===== src/sv/tcpr_pkg.sv =====
// tcpr_pkg: shared types and constants of the terminal cell pixel renderer
// used by the channel interfaces and every module of the block; no dependencies
`default_nettype none

package tcpr_pkg;

   localparam int PIXEL_WIDTH     = 8;
   localparam int GLYPH_WIDTH     = 8;
   localparam int COLOR_WIDTH     = 8;
   localparam int SUM_WIDTH       = 11;
   localparam int COUNT_WIDTH     = 4;
   localparam int POS_WIDTH       = 3;
   localparam int CSR_INDEX_WIDTH = 3;
   localparam int CSR_DATA_WIDTH  = 2;

   localparam int TCPR_QUEUE_DEPTH = 2;

   // render modes; the unused code renders as braille
   localparam logic [1:0] MODE_ASCII   = 2'd0;
   localparam logic [1:0] MODE_SHADE   = 2'd1;
   localparam logic [1:0] MODE_BRAILLE = 2'd2;

   // palette modes; the unused code maps to the cube
   localparam logic [1:0] PAL_NONE  = 2'd0;
   localparam logic [1:0] PAL_BASIC = 2'd1;
   localparam logic [1:0] PAL_CUBE  = 2'd2;

   typedef enum logic [CSR_INDEX_WIDTH-1:0] {
      CSR_RENDER_MODE     = 3'd0,
      CSR_INVERT_ENABLE   = 3'd1,
      CSR_COLOR_ENABLE    = 3'd2,
      CSR_FRAME_HAS_COLOR = 3'd3,
      CSR_PALETTE_MODE    = 3'd4
   } tcpr_csr_type;

   typedef struct packed {
      logic [1:0] render_mode;
      logic       invert_enable;
      logic       color_enable;
      logic       frame_has_color;
      logic [1:0] palette_mode;
   } tcpr_cfg_type;

   localparam tcpr_cfg_type CFG_RESET = '{
      render_mode:     MODE_SHADE,
      invert_enable:   1'b0,
      color_enable:    1'b1,
      frame_has_color: 1'b0,
      palette_mode:    PAL_CUBE
   };

   // one job in the queue: a ramp pixel or a finished braille cell
   typedef struct packed {
      logic                   is_cell;
      logic [GLYPH_WIDTH-1:0] glyph;
      logic [SUM_WIDTH-1:0]   red_sum;
      logic [SUM_WIDTH-1:0]   green_sum;
      logic [SUM_WIDTH-1:0]   blue_sum;
      logic [COUNT_WIDTH-1:0] lit_count;
   } tcpr_job_type;

endpackage

`default_nettype wire


===== src/sv/tcpr_pixel_if.sv =====
// tcpr_pixel_if: valid/ready channel carrying one sampled pixel
// depends on tcpr_pkg for the field widths
`default_nettype none

interface tcpr_pixel_if import tcpr_pkg::*; ();
   logic                   valid;
   logic                   ready;
   logic [PIXEL_WIDTH-1:0] gray;
   logic [PIXEL_WIDTH-1:0] red;
   logic [PIXEL_WIDTH-1:0] green;
   logic [PIXEL_WIDTH-1:0] blue;

   modport source (output valid, gray, red, green, blue, input ready);
   modport sink   (input valid, gray, red, green, blue, output ready);
endinterface

`default_nettype wire


===== src/sv/tcpr_cell_if.sv =====
// tcpr_cell_if: valid/ready channel carrying one rendered terminal cell
// depends on tcpr_pkg for the field widths
`default_nettype none

interface tcpr_cell_if import tcpr_pkg::*; ();
   logic                   valid;
   logic                   ready;
   logic [GLYPH_WIDTH-1:0] glyph_code;
   logic                   blank_cell;
   logic                   color_valid;
   logic [COLOR_WIDTH-1:0] color_code;

   modport source (output valid, glyph_code, blank_cell, color_valid, color_code,
                   input ready);
   modport sink   (input valid, glyph_code, blank_cell, color_valid, color_code,
                   output ready);
endinterface

`default_nettype wire


===== src/sv/tcpr_front.sv =====
// tcpr_front: accepts pixels, applies inversion, ramps and braille dithering
// depends on tcpr_pkg and tcpr_pixel_if; pushes jobs into tcpr_queue
`default_nettype none

module tcpr_front import tcpr_pkg::*; (
   input  wire logic         clock,
   input  wire logic         reset,
   input  wire tcpr_cfg_type cfg,
   tcpr_pixel_if.sink        req_pixel,
   input  wire logic         queue_full,
   output logic              push,
   output tcpr_job_type      push_job
);

   localparam logic [POS_WIDTH-1:0] CELL_LAST = POS_WIDTH'(7);

   // (order + 1) * 255 / 9 for the dither order at each position
   function automatic logic [PIXEL_WIDTH-1:0] dither_threshold(input logic [POS_WIDTH-1:0] p);
      logic [PIXEL_WIDTH-1:0] t;
      begin
         case (p)
            3'd0:    t = 8'd28;
            3'd1:    t = 8'd141;
            3'd2:    t = 8'd198;
            3'd3:    t = 8'd85;
            3'd4:    t = 8'd113;
            3'd5:    t = 8'd226;
            3'd6:    t = 8'd170;
            default: t = 8'd56;
         endcase
         return t;
      end
   endfunction

   // standard braille dot of each 2x4 position
   function automatic logic [GLYPH_WIDTH-1:0] dot_bit(input logic [POS_WIDTH-1:0] p);
      logic [GLYPH_WIDTH-1:0] d;
      begin
         case (p)
            3'd0:    d = 8'h01;
            3'd1:    d = 8'h08;
            3'd2:    d = 8'h02;
            3'd3:    d = 8'h10;
            3'd4:    d = 8'h04;
            3'd5:    d = 8'h20;
            3'd6:    d = 8'h40;
            default: d = 8'h80;
         endcase
         return d;
      end
   endfunction

   logic [POS_WIDTH-1:0]   pos_ff, pos_in;
   logic [GLYPH_WIDTH-1:0] dots_ff, dots_in;
   logic [SUM_WIDTH-1:0]   red_sum_ff, red_sum_in;
   logic [SUM_WIDTH-1:0]   green_sum_ff, green_sum_in;
   logic [SUM_WIDTH-1:0]   blue_sum_ff, blue_sum_in;
   logic [COUNT_WIDTH-1:0] count_ff, count_in;

   logic [PIXEL_WIDTH-1:0] gray_v, red_v, green_v, blue_v;
   logic                   is_ramp, lit, accept, cell_done;
   logic [11:0]            gray_x10;
   logic [10:0]            gray_x5;
   logic [GLYPH_WIDTH-1:0] ramp_glyph, dots_next;
   logic [SUM_WIDTH-1:0]   red_next, green_next, blue_next;
   logic [COUNT_WIDTH-1:0] count_next;

   assign req_pixel.ready = !queue_full;

   always_comb begin
      gray_v  = cfg.invert_enable ? ~req_pixel.gray  : req_pixel.gray;
      red_v   = cfg.invert_enable ? ~req_pixel.red   : req_pixel.red;
      green_v = cfg.invert_enable ? ~req_pixel.green : req_pixel.green;
      blue_v  = cfg.invert_enable ? ~req_pixel.blue  : req_pixel.blue;

      is_ramp = (cfg.render_mode == MODE_ASCII) || (cfg.render_mode == MODE_SHADE);

      // gray*10/256 tops out at 9 and gray*5/256 at 4, so no clamp
      gray_x10 = {1'b0, gray_v, 3'b000} + {3'b000, gray_v, 1'b0};
      gray_x5  = {1'b0, gray_v, 2'b00} + {3'b000, gray_v};
      ramp_glyph = (cfg.render_mode == MODE_ASCII) ? {4'b0000, gray_x10[11:8]}
                                                   : {5'b00000, gray_x5[10:8]};

      lit        = gray_v > dither_threshold(pos_ff);
      dots_next  = lit ? (dots_ff | dot_bit(pos_ff)) : dots_ff;
      red_next   = lit ? red_sum_ff + SUM_WIDTH'(red_v) : red_sum_ff;
      green_next = lit ? green_sum_ff + SUM_WIDTH'(green_v) : green_sum_ff;
      blue_next  = lit ? blue_sum_ff + SUM_WIDTH'(blue_v) : blue_sum_ff;
      count_next = lit ? count_ff + COUNT_WIDTH'(1) : count_ff;

      accept    = req_pixel.valid && req_pixel.ready;
      cell_done = !is_ramp && (pos_ff == CELL_LAST);
      push      = accept && (is_ramp || cell_done);

      if (is_ramp) begin
         push_job.is_cell   = 1'b0;
         push_job.glyph     = ramp_glyph;
         push_job.red_sum   = SUM_WIDTH'(red_v);
         push_job.green_sum = SUM_WIDTH'(green_v);
         push_job.blue_sum  = SUM_WIDTH'(blue_v);
         push_job.lit_count = '0;
      end else begin
         push_job.is_cell   = 1'b1;
         push_job.glyph     = dots_next;
         push_job.red_sum   = red_next;
         push_job.green_sum = green_next;
         push_job.blue_sum  = blue_next;
         push_job.lit_count = count_next;
      end

      pos_in       = pos_ff;
      dots_in      = dots_ff;
      red_sum_in   = red_sum_ff;
      green_sum_in = green_sum_ff;
      blue_sum_in  = blue_sum_ff;
      count_in     = count_ff;
      if (accept) begin
         if (is_ramp || cell_done) begin
            // ramp pixels also drop any partial cell
            pos_in       = '0;
            dots_in      = '0;
            red_sum_in   = '0;
            green_sum_in = '0;
            blue_sum_in  = '0;
            count_in     = '0;
         end else begin
            pos_in       = pos_ff + POS_WIDTH'(1);
            dots_in      = dots_next;
            red_sum_in   = red_next;
            green_sum_in = green_next;
            blue_sum_in  = blue_next;
            count_in     = count_next;
         end
      end
   end

   always_ff @(posedge clock) begin
      if (reset) begin
         pos_ff       <= '0;
         dots_ff      <= '0;
         red_sum_ff   <= '0;
         green_sum_ff <= '0;
         blue_sum_ff  <= '0;
         count_ff     <= '0;
      end else begin
         pos_ff       <= pos_in;
         dots_ff      <= dots_in;
         red_sum_ff   <= red_sum_in;
         green_sum_ff <= green_sum_in;
         blue_sum_ff  <= blue_sum_in;
         count_ff     <= count_in;
      end
   end

endmodule

`default_nettype wire


===== src/sv/tcpr_queue.sv =====
// tcpr_queue: small job queue between the front and back parts
// depends on tcpr_pkg for the job type
`default_nettype none

module tcpr_queue import tcpr_pkg::*; #(
   parameter int DEPTH = TCPR_QUEUE_DEPTH
) (
   input  wire logic         clock,
   input  wire logic         reset,
   input  wire logic         push,
   input  wire tcpr_job_type push_job,
   output logic              full,
   input  wire logic         pop,
   output tcpr_job_type      pop_job,
   output logic              empty
);

   localparam int PTR_WIDTH   = (DEPTH > 1) ? $clog2(DEPTH) : 1;
   localparam int COUNT_BITS  = $clog2(DEPTH + 1);
   localparam logic [PTR_WIDTH-1:0]  PTR_LAST = PTR_WIDTH'(DEPTH - 1);
   localparam logic [COUNT_BITS-1:0] FILL_MAX = COUNT_BITS'(DEPTH);

   tcpr_job_type           mem_ff [DEPTH];
   logic [PTR_WIDTH-1:0]   wr_ptr_ff, wr_ptr_in;
   logic [PTR_WIDTH-1:0]   rd_ptr_ff, rd_ptr_in;
   logic [COUNT_BITS-1:0]  fill_ff, fill_in;

   assign full    = (fill_ff == FILL_MAX);
   assign empty   = (fill_ff == '0);
   assign pop_job = mem_ff[rd_ptr_ff];

   always_comb begin
      wr_ptr_in = wr_ptr_ff;
      rd_ptr_in = rd_ptr_ff;
      fill_in   = fill_ff;
      if (push) begin
         wr_ptr_in = (wr_ptr_ff == PTR_LAST) ? '0 : wr_ptr_ff + PTR_WIDTH'(1);
      end
      if (pop) begin
         rd_ptr_in = (rd_ptr_ff == PTR_LAST) ? '0 : rd_ptr_ff + PTR_WIDTH'(1);
      end
      if (push && !pop) begin
         fill_in = fill_ff + COUNT_BITS'(1);
      end else if (pop && !push) begin
         fill_in = fill_ff - COUNT_BITS'(1);
      end
   end

   always_ff @(posedge clock) begin
      if (push) begin
         mem_ff[wr_ptr_ff] <= push_job;
      end
   end

   always_ff @(posedge clock) begin
      if (reset) begin
         wr_ptr_ff <= '0;
         rd_ptr_ff <= '0;
         fill_ff   <= '0;
      end else begin
         wr_ptr_ff <= wr_ptr_in;
         rd_ptr_ff <= rd_ptr_in;
         fill_ff   <= fill_in;
      end
   end

endmodule

`default_nettype wire


===== src/sv/tcpr_back.sv =====
// tcpr_back: averages braille cell colors with a serial divider and maps colors
// depends on tcpr_pkg and tcpr_cell_if; pops jobs from tcpr_queue
`default_nettype none

module tcpr_back import tcpr_pkg::*; (
   input  wire logic         clock,
   input  wire logic         reset,
   input  wire tcpr_cfg_type cfg,
   input  wire logic         queue_empty,
   input  wire tcpr_job_type pop_job,
   output logic              pop,
   tcpr_cell_if.source       rsp_cell
);

   localparam int CNT_WIDTH = $clog2(SUM_WIDTH);
   localparam logic [CNT_WIDTH-1:0]   DIV_LAST        = CNT_WIDTH'(SUM_WIDTH - 1);
   localparam logic [COLOR_WIDTH-1:0] CUBE_BASE       = 8'd16;
   localparam logic [COLOR_WIDTH-1:0] CUBE_RED_STEP   = 8'd36;
   localparam logic [COLOR_WIDTH-1:0] CUBE_GREEN_STEP = 8'd6;

   typedef enum logic [1:0] {
      ST_IDLE,
      ST_DIVIDE,
      ST_FINISH
   } state_type;

   // (c*5 + 127) / 255 as thresholds on c
   function automatic logic [2:0] cube_level(input logic [PIXEL_WIDTH-1:0] c);
      logic [2:0] l;
      begin
         l = 3'd0;
         if (c >= 8'd26)  l = 3'd1;
         if (c >= 8'd77)  l = 3'd2;
         if (c >= 8'd128) l = 3'd3;
         if (c >= 8'd179) l = 3'd4;
         if (c >= 8'd230) l = 3'd5;
         return l;
      end
   endfunction

   state_type              state_ff, state_in;
   logic                   out_valid_ff, out_valid_in;
   logic [GLYPH_WIDTH-1:0] out_glyph_ff, out_glyph_in;
   logic                   out_blank_ff, out_blank_in;
   logic                   out_cvalid_ff, out_cvalid_in;
   logic [COLOR_WIDTH-1:0] out_cindex_ff, out_cindex_in;

   logic [GLYPH_WIDTH-1:0] dots_ff, dots_in;
   logic [COUNT_WIDTH-1:0] divisor_ff, divisor_in;
   logic [CNT_WIDTH-1:0]   step_ff, step_in;
   logic [SUM_WIDTH-1:0]   quo_ff [3];
   logic [SUM_WIDTH-1:0]   quo_in [3];
   logic [COUNT_WIDTH-1:0] rem_ff [3];
   logic [COUNT_WIDTH-1:0] rem_in [3];

   logic                   out_free, color_on, job_direct;
   logic [PIXEL_WIDTH-1:0] col_r, col_g, col_b;
   logic [COLOR_WIDTH-1:0] color_idx;
   logic [COUNT_WIDTH:0]   trial [3];

   assign rsp_cell.valid       = out_valid_ff;
   assign rsp_cell.glyph_code  = out_glyph_ff;
   assign rsp_cell.blank_cell  = out_blank_ff;
   assign rsp_cell.color_valid = out_cvalid_ff;
   assign rsp_cell.color_code  = out_cindex_ff;

   always_comb begin
      out_free   = !out_valid_ff || rsp_cell.ready;
      // ramp pixels and blank cells need no division
      job_direct = !pop_job.is_cell || (pop_job.lit_count == '0);

      if (state_ff == ST_FINISH) begin
         col_r = quo_ff[0][PIXEL_WIDTH-1:0];
         col_g = quo_ff[1][PIXEL_WIDTH-1:0];
         col_b = quo_ff[2][PIXEL_WIDTH-1:0];
      end else begin
         col_r = pop_job.red_sum[PIXEL_WIDTH-1:0];
         col_g = pop_job.green_sum[PIXEL_WIDTH-1:0];
         col_b = pop_job.blue_sum[PIXEL_WIDTH-1:0];
      end

      color_on = cfg.color_enable && cfg.frame_has_color && (cfg.palette_mode != PAL_NONE);
      if (cfg.palette_mode == PAL_BASIC) begin
         // each channel independently snaps to 0 or 255; 255 is odd so no ties
         color_idx = {5'b00000, col_b[PIXEL_WIDTH-1], col_g[PIXEL_WIDTH-1],
                      col_r[PIXEL_WIDTH-1]};
      end else begin
         color_idx = CUBE_BASE + {5'b00000, cube_level(col_r)} * CUBE_RED_STEP
                   + {5'b00000, cube_level(col_g)} * CUBE_GREEN_STEP
                   + {5'b00000, cube_level(col_b)};
      end

      // restoring division, one quotient bit per cycle on all three channels
      for (int ch = 0; ch < 3; ch++) begin
         trial[ch]  = {rem_ff[ch], quo_ff[ch][SUM_WIDTH-1]};
         quo_in[ch] = quo_ff[ch];
         rem_in[ch] = rem_ff[ch];
      end

      state_in      = state_ff;
      pop           = 1'b0;
      out_valid_in  = out_valid_ff && !rsp_cell.ready;
      out_glyph_in  = out_glyph_ff;
      out_blank_in  = out_blank_ff;
      out_cvalid_in = out_cvalid_ff;
      out_cindex_in = out_cindex_ff;
      dots_in       = dots_ff;
      divisor_in    = divisor_ff;
      step_in       = step_ff;

      case (state_ff)
         ST_IDLE: begin
            if (!queue_empty) begin
               if (job_direct) begin
                  if (out_free) begin
                     pop          = 1'b1;
                     out_valid_in = 1'b1;
                     if (pop_job.is_cell) begin
                        out_glyph_in  = '0;
                        out_blank_in  = 1'b1;
                        out_cvalid_in = 1'b0;
                        out_cindex_in = '0;
                     end else begin
                        out_glyph_in  = pop_job.glyph;
                        out_blank_in  = 1'b0;
                        out_cvalid_in = color_on;
                        out_cindex_in = color_on ? color_idx : '0;
                     end
                  end
               end else begin
                  pop        = 1'b1;
                  dots_in    = pop_job.glyph;
                  divisor_in = pop_job.lit_count;
                  step_in    = '0;
                  quo_in[0]  = pop_job.red_sum;
                  quo_in[1]  = pop_job.green_sum;
                  quo_in[2]  = pop_job.blue_sum;
                  for (int ch = 0; ch < 3; ch++) begin
                     rem_in[ch] = '0;
                  end
                  state_in = ST_DIVIDE;
               end
            end
         end
         ST_DIVIDE: begin
            for (int ch = 0; ch < 3; ch++) begin
               if (trial[ch] >= {1'b0, divisor_ff}) begin
                  rem_in[ch] = COUNT_WIDTH'(trial[ch] - {1'b0, divisor_ff});
                  quo_in[ch] = {quo_ff[ch][SUM_WIDTH-2:0], 1'b1};
               end else begin
                  rem_in[ch] = trial[ch][COUNT_WIDTH-1:0];
                  quo_in[ch] = {quo_ff[ch][SUM_WIDTH-2:0], 1'b0};
               end
            end
            step_in = step_ff + CNT_WIDTH'(1);
            if (step_ff == DIV_LAST) begin
               state_in = ST_FINISH;
            end
         end
         ST_FINISH: begin
            if (out_free) begin
               out_valid_in  = 1'b1;
               out_glyph_in  = dots_ff;
               out_blank_in  = 1'b0;
               out_cvalid_in = color_on;
               out_cindex_in = color_on ? color_idx : '0;
               state_in      = ST_IDLE;
            end
         end
         default: begin
            state_in = ST_IDLE;
         end
      endcase
   end

   always_ff @(posedge clock) begin
      if (reset) begin
         state_ff     <= ST_IDLE;
         out_valid_ff <= 1'b0;
      end else begin
         state_ff     <= state_in;
         out_valid_ff <= out_valid_in;
      end
      out_glyph_ff  <= out_glyph_in;
      out_blank_ff  <= out_blank_in;
      out_cvalid_ff <= out_cvalid_in;
      out_cindex_ff <= out_cindex_in;
      dots_ff       <= dots_in;
      divisor_ff    <= divisor_in;
      step_ff       <= step_in;
      for (int ch = 0; ch < 3; ch++) begin
         quo_ff[ch] <= quo_in[ch];
         rem_ff[ch] <= rem_in[ch];
      end
   end

endmodule

`default_nettype wire


===== src/sv/terminal_cell_pixel_renderer.sv =====
// terminal_cell_pixel_renderer: top level, register file plus front, queue and back
// depends on tcpr_pkg, tcpr_pixel_if, tcpr_cell_if, tcpr_front, tcpr_queue, tcpr_back
`default_nettype none

//  channel     direction  handshake           payload
//  req_pixel   in         valid/ready         gray, red, green, blue (8 bits each)
//  rsp_cell    out        valid/ready         glyph_code, blank_cell, color_valid,
//                                             color_code
//  csr         in         csr_write_enable    csr_index (3 bits), csr_write_data (2 bits)
//
//  ramp modes: one pixel per cycle in, one cell per cycle out while the receiver is ready;
//  results pass the queue and the output register. braille: eight pixels per cell; the
//  back part pops a lit cell, runs 11 divider steps for the color average and loads the
//  output before the next pop, so pixels stream at full rate until the queue fills
//  reset (synchronous) loads register defaults, empties queue and drops any partial cell
//  either side may stall; the queue lets the front keep accepting while back works

module terminal_cell_pixel_renderer import tcpr_pkg::*; #(
   parameter int QUEUE_DEPTH = TCPR_QUEUE_DEPTH
) (
   input  wire logic                       clock,
   input  wire logic                       reset,
   tcpr_pixel_if.sink                      req_pixel,
   tcpr_cell_if.source                     rsp_cell,
   input  wire logic                       csr_write_enable,
   input  wire logic [CSR_INDEX_WIDTH-1:0] csr_index,
   input  wire logic [CSR_DATA_WIDTH-1:0]  csr_write_data
);

   tcpr_cfg_type cfg_ff, cfg_in;

   logic         push, pop, queue_full, queue_empty;
   tcpr_job_type push_job, pop_job;

   // register writes; unknown indexes are dropped
   always_comb begin
      cfg_in = cfg_ff;
      if (csr_write_enable) begin
         case (csr_index)
            CSR_RENDER_MODE:     cfg_in.render_mode     = csr_write_data[1:0];
            CSR_INVERT_ENABLE:   cfg_in.invert_enable   = csr_write_data[0];
            CSR_COLOR_ENABLE:    cfg_in.color_enable    = csr_write_data[0];
            CSR_FRAME_HAS_COLOR: cfg_in.frame_has_color = csr_write_data[0];
            CSR_PALETTE_MODE:    cfg_in.palette_mode    = csr_write_data[1:0];
            default:             cfg_in = cfg_ff;
         endcase
      end
   end

   always_ff @(posedge clock) begin
      if (reset) begin
         cfg_ff <= CFG_RESET;
      end else begin
         cfg_ff <= cfg_in;
      end
   end

   // front: inversion, ramp glyphs, braille dots and color sums
   tcpr_front u_front (
      .clock      (clock),
      .reset      (reset),
      .cfg        (cfg_ff),
      .req_pixel  (req_pixel),
      .queue_full (queue_full),
      .push       (push),
      .push_job   (push_job)
   );

   // decoupling queue between the two halves
   tcpr_queue #(
      .DEPTH (QUEUE_DEPTH)
   ) u_queue (
      .clock    (clock),
      .reset    (reset),
      .push     (push),
      .push_job (push_job),
      .full     (queue_full),
      .pop      (pop),
      .pop_job  (pop_job),
      .empty    (queue_empty)
   );

   // back: color average, palette mapping and output register
   tcpr_back u_back (
      .clock       (clock),
      .reset       (reset),
      .cfg         (cfg_ff),
      .queue_empty (queue_empty),
      .pop_job     (pop_job),
      .pop         (pop),
      .rsp_cell    (rsp_cell)
   );

endmodule

`default_nettype wire


===== src/flat_wrapper.sv =====
// flat-port wrapper written by rule: the top's interface ports become plain ports
module terminal_cell_pixel_renderer_flat import tcpr_pkg::*;
#(
   parameter int QUEUE_DEPTH = TCPR_QUEUE_DEPTH
)
  (clock, reset, csr_write_enable, csr_index, csr_write_data, req_pixel_valid, req_pixel_gray, req_pixel_red, req_pixel_green, req_pixel_blue, req_pixel_ready, rsp_cell_valid, rsp_cell_glyph_code, rsp_cell_blank_cell, rsp_cell_color_valid, rsp_cell_color_code, rsp_cell_ready);
  tcpr_pixel_if req_pixel_i ();
  tcpr_cell_if rsp_cell_i ();
  input  wire logic clock;
  input  wire logic reset;
  input  wire logic csr_write_enable;
  input  wire logic [CSR_INDEX_WIDTH-1:0] csr_index;
  input  wire logic [CSR_DATA_WIDTH-1:0] csr_write_data;
  input wire logic [$bits(req_pixel_i.valid)-1:0] req_pixel_valid;
  input wire logic [$bits(req_pixel_i.gray)-1:0] req_pixel_gray;
  input wire logic [$bits(req_pixel_i.red)-1:0] req_pixel_red;
  input wire logic [$bits(req_pixel_i.green)-1:0] req_pixel_green;
  input wire logic [$bits(req_pixel_i.blue)-1:0] req_pixel_blue;
  output wire logic [$bits(req_pixel_i.ready)-1:0] req_pixel_ready;
  output wire logic [$bits(rsp_cell_i.valid)-1:0] rsp_cell_valid;
  output wire logic [$bits(rsp_cell_i.glyph_code)-1:0] rsp_cell_glyph_code;
  output wire logic [$bits(rsp_cell_i.blank_cell)-1:0] rsp_cell_blank_cell;
  output wire logic [$bits(rsp_cell_i.color_valid)-1:0] rsp_cell_color_valid;
  output wire logic [$bits(rsp_cell_i.color_code)-1:0] rsp_cell_color_code;
  input wire logic [$bits(rsp_cell_i.ready)-1:0] rsp_cell_ready;
  assign req_pixel_i.valid = req_pixel_valid;
  assign req_pixel_i.gray = req_pixel_gray;
  assign req_pixel_i.red = req_pixel_red;
  assign req_pixel_i.green = req_pixel_green;
  assign req_pixel_i.blue = req_pixel_blue;
  assign req_pixel_ready = req_pixel_i.ready;
  assign rsp_cell_valid = rsp_cell_i.valid;
  assign rsp_cell_glyph_code = rsp_cell_i.glyph_code;
  assign rsp_cell_blank_cell = rsp_cell_i.blank_cell;
  assign rsp_cell_color_valid = rsp_cell_i.color_valid;
  assign rsp_cell_color_code = rsp_cell_i.color_code;
  assign rsp_cell_i.ready = rsp_cell_ready;
  terminal_cell_pixel_renderer #(.QUEUE_DEPTH(QUEUE_DEPTH)) u_core (.clock(clock), .reset(reset), .req_pixel(req_pixel_i), .rsp_cell(rsp_cell_i), .csr_write_enable(csr_write_enable), .csr_index(csr_index), .csr_write_data(csr_write_data));
endmodule

===== config.mk =====
export PLATFORM = sky130hd
export DESIGN_NAME = terminal_cell_pixel_renderer_flat
export DESIGN_NICKNAME = d
export VERILOG_FILES = /design/src/sv/tcpr_pkg.sv /design/src/sv/tcpr_pixel_if.sv /design/src/sv/tcpr_cell_if.sv /design/src/sv/tcpr_front.sv /design/src/sv/tcpr_queue.sv /design/src/sv/tcpr_back.sv /design/src/sv/terminal_cell_pixel_renderer.sv /design/src/flat_wrapper.sv
export SDC_FILE = /design/constraint.sdc
export NUM_CORES = 1
export LEC_CHECK = 0
export ABC_AREA = 1
export BUFFER_PORTS_ARGS = -buffer_cell sky130_fd_sc_hd__buf_4
export CAP_MARGIN = 20
export CORE_ASPECT_RATIO = 0.75
export CORE_UTILIZATION = 60
export CTS_BUF_LIST = sky130_fd_sc_hd__clkbuf_8
export CTS_CLUSTER_DIAMETER = 50
export DETAILED_ROUTE_END_ITERATION = 8
export GPL_ROUTABILITY_DRIVEN = 0
export PLACE_DENSITY = 0.78
export SYNTH_ARGS = -nofsm -noshare
export SYNTH_HDL_FRONTEND = slang
export SYNTH_SLANG_ARGS = --single-unit

===== constraint.sdc =====
create_clock -name clock -period 4.96 [get_ports clock]
set_clock_uncertainty 0.1 [all_clocks]
set_input_delay 0 -clock clock [delete_from_list [all_inputs] [get_ports clock]]
set_output_delay 0 -clock clock [all_outputs]
set_load 0.005 [all_outputs]

==> results by group <==
Yosys
  • Netlist cell types: 49
  • Async S/R FF share, synth: 0
  • Top cells by area, synth: edfxtp_1, nand2_1, dfxtp_1
  • Yosys reg bits: between 200 and 250
  • Count leader, synth: nand2_1
  • Sequential fraction of the synthesis area: 0.468
  • Post-Synthesis Cells: roughly 1.7k
  • EDFF count, synth: ~170
  • Mean Syn Cell Area: between 8 and 9 um^2
  • Post-Syn Area: between 0.01 and 0.015 mm^2
  • Most common library cells after synthesis: nand2_1, edfxtp_1, inv_1, nor2_1, nand3_1
  • Area leader, netlist: edfxtp_1
  • Syn_nets: around 1.8k
  • Synth Flop Type: edfxtp_1
  • Yosys top cell area share: 0.376
  • YS warnings: 0

Power and ir drop
  • Power share of the clock group: 0.210
  • Int Pwr: 4.85 mW
  • Logic gate share of total power: 0.414
  • Pwr/cell area: just over 500 mW/mm^2
  • Sequential Power Share: 0.376
  • Switching power: about 3.2 mW
  • Pwr Total: roughly 8.0 mW
  • Peak supply drop: 0.254 mV
  • Sw Share: 0.396
  • P_leak: slightly below 7 nW

Final layout
  • Synth-to-Final Area Change: 13.3%
  • Ant. Diodes: 0
  • Layout cell share with drive strength beyond 1: 0.0960
  • Nets: 1,884
  • Fin cells: 2,086

Placement
  • Placed cell count: just under 2k
  • Port Buf Inserts: 61
  • HPWL after DPL: around 22,000 um

Worst setup path
  • Crit Path Max Fanout: 44
  • FF-to-FF Start: u_core.u_back.state_ff[1]
  • CP cell instances: nand2_4, or2_2, a21oi_1, nand2_1, nand3_1, nand2_2, inv_2, nand2_1, nand2_1, ha_1, inv_1, fa_1, inv_1, ha_1, ha_1, a21oi_1, o21bai_1, nand2_1, nand2_1, a21oi_1, xor2_1, nor2_1
  • Startpoint types: flip-flop
  • Buf/Inv on CP: 3
  • Slowest CP cell: fa_1
  • Most frequent cell on the critical path: nand2_1
  • Critical Path RT: ~5000 ps
  • Crit path max-delay family: simple AND/OR/NAND/NOR gates
  • R2R Setup Slk: between 700 and 800 ps
  • R2R cell count: 22
  • FF-to-FF End: u_core.u_back.rsp_cell.color_code[7]
  • Setup crit end kind: flip-flop
  • Critical Path Max Stage Delay: ~480 ps
  • Arr. time, crit path: roughly 4300 ps
  • WS Path Type: reg2reg

STA
  • Fin Setup TNS: 0 ps
  • Final Slew Violations: 0
  • Measured slew at the worst slew-check pin: 950 ps
  • Worst hold margin: a little over 100 ps
  • Fmax: approximately 240 MHz
  • Period utilization: 0.840
  • # setup viols final: 0
  • RSZ-0062 raised after global routing: false
  • Min Tclk post-route: ~4200 ps
  • Max_slew headroom: 0.365
  • Hold Fails Final Rpt: 0

Clocking
  • Sink Count: 234
  • Post-CTS sizing: 0
  • Clk Latency, worst-skew pair: roughly 540 ps
  • CTS max path bufs: 3
  • Num CTS Buffers: 38
  • H-tree Lvls: 2
  • Clock transition at path regs: around 60 ps
  • Post-CTS Setup Bufs: 0
  • TritonCTS clock tree: built
  • Post-CTS Hold Buffers: 41
  • CTS root buffer: clkbuf_8

Global route
  • Largest net degree at the start of global routing: 58
  • Gr usage total: 0.283
  • Total gr overflow: 0
  • Global-route wire length before repair: between 50,000 and 60,000 um
  • Antenna violations before repair: 0
  • Vias in the first global route: about 11k

Outcome
  • Outcome: finished, final reports clean

Die
  • Die width: 176 um
  • Die span in y: about 130 um
  • Ports: a little over 60
  • Die area: between 0.02 and 0.025 mm^2
  • Core area: ~0.022 mm^2
  • Row count: 47
  • Initial Util: 0.616

Hold path
  • Hold Crit Class: in2reg
  • Hold Crit Start: req_pixel_red[7]
  • Hold worst-path end: u_core.u_queue.mem_ff[0][33]
  • Hold Path Depth: 3

Routing
  • Final ANT Viol Nets: 0
  • Total Routed Length: around 32,000 um
  • Routed via count: around 11k
  • Drt initial violations: ~1.2k
  • Routed wire per std cell: 15.5 um
  • Vias/cell: ~5.5
  • Pre-antenna DRT Iters: 6
  • # DRC: 0

Job
  • Max Cap Violations: 0
## how the worst max path moves through the flow
stage                               from                                   end  slack, ps  cells past startpoint
4_1_cts                        flip-flop  u_core.u_back.rsp_cell.color_code[7]        810                     22
3_3_place_gp                   flip-flop  u_core.u_back.rsp_cell.color_code[7]        940                     22
2_1_floorplan                  flip-flop  u_core.u_back.rsp_cell.color_code[7]       1390                     23
6_report       u_core.u_back.state_ff[1]  u_core.u_back.rsp_cell.color_code[7]        800                     22
3_5_place_dp                   flip-flop  u_core.u_back.rsp_cell.color_code[7]        830                     22
5_1_grt        u_core.u_back.state_ff[0]  u_core.u_back.rsp_cell.color_code[7]        360                     25
## flip-flops by register name (all words and copies together), names as in the netlist, 2 cells and up, named ones only
| name | cells |
|---|---|
| u_core.u_front.dots_ff | 8 |
| u_core.u_back.rsp_cell.color_code | 8 |
| u_core.u_back.state_ff | 2 |
| u_core.cfg_ff | 7 |
| u_core.u_front.blue_sum_ff | 11 |
| u_core.u_back.step_ff | 4 |
| u_core.u_queue.mem_ff | 92 |
| u_core.u_back.rsp_cell.glyph_code | 8 |
| u_core.u_front.green_sum_ff | 11 |
| u_core.u_back.rem_ff | 12 |
| u_core.u_front.red_sum_ff | 11 |
| u_core.u_back.quo_ff | 33 |
| u_core.u_back.divisor_ff | 4 |
| u_core.u_front.pos_ff | 3 |
| u_core.u_back.dots_ff | 8 |
| u_core.u_queue.fill_ff | 2 |
| u_core.u_front.count_ff | 4 |
## stage by stage
step | worst slack [ps] | utilization | area (um^2)
after floorplan | 1390 | - | 13700
after global placement | 940 | 0.646 | 14300
after detailed placement | 828 | 0.646 | 14300
after CTS | 814 | 0.698 | 15500
after global routing | 361 | 0.698 | 15500
final | 796 | 0.698 | 15500
## worst register-to-register path, cell delays in order (launching register included)
cell and delay [ps]:
dfxtp_1 430, nand2_4 290, or2_2 420, a21oi_1 150
nand2_1 60, nand3_1 80, nand2_2 100, inv_2 80
nand2_1 50, nand2_1 80, ha_1 140, inv_1 50
fa_1 480, inv_1 40, ha_1 290, ha_1 300
a21oi_1 130, o21bai_1 90, nand2_1 90, nand2_1 50
a21oi_1 170, xor2_1 180, nor2_1 50
## power groups by stage
stage	logic [mW]	registers [mW]	clock network, mW
final	3.33	3.02	1.69
after global routing	3.79	3.08	1.81
after CTS	3.31	3.02	1.71
after detailed placement	3.26	3.06	0
after global placement	3.12	3.04	0
after floorplan	2.37	3.01	0
## area by class of cell
type,count,area [um^2]
multi-input cells,1201,6340
clock inverters,29,203
fillers,1713,6690
repair buffers,113,963
clock buffers,40,551
well taps,294,368
flip-flops and latches,234,6400
inverters,175,657
## kinds of logic after synthesis
family                     after synthesis  synth area share
xor gates and xnor gates                53            0.0340
DFF                                    234             0.468
muxes                                    2           0.00147
adders and majority gates               79            0.0773
AOI/OAI and AO/OA                      250             0.101
and+or+nand+nor                        817             0.249
buffers and inverters                  234            0.0697
## layer usage
layer | routed length [um] | part of all wire | GRT usage | vias to the layer above
met5 | 0 | 0 | 0 | -
met4 | 536 | 0.017 | 0.0836 | 0
met1 | 15400 | 0.48 | 0.423 | 5246
met2 | 13900 | 0.43 | 0.422 | 417
li1 | - | - | - | 5723
met3 | 2460 | 0.076 | 0.0451 | 47
## layout by cell type (no fill, tap or decap), types with 3 or more instances in the layout
cell and count:
o211ai_1 3, or2_2 4, nand4_1 17, nor3_1 13, and2_1 5, nand3_1 125, a21oi_1 114, clkinv_1 10
nor2_1 125, clkbuf_8 40, nor2_4 3, nand2_1 497, bufinv_16 3, ha_1 70, nand2_2 5, xor2_1 38
o21ai_1 28, a21oi_2 4, buf_4 71, a31oi_1 13, o21ai_0 63, nor3b_1 4, nor2_2 4, inv_2 16
edfxtp_1 171, or2_1 7, dfxtp_1 61, xnor2_1 15, dlygate4sd3_1 41, clkinv_2 6, o21ai_2 6, fa_1 9
o21bai_1 10, inv_1 167
(Power assumes the default switching activity.)
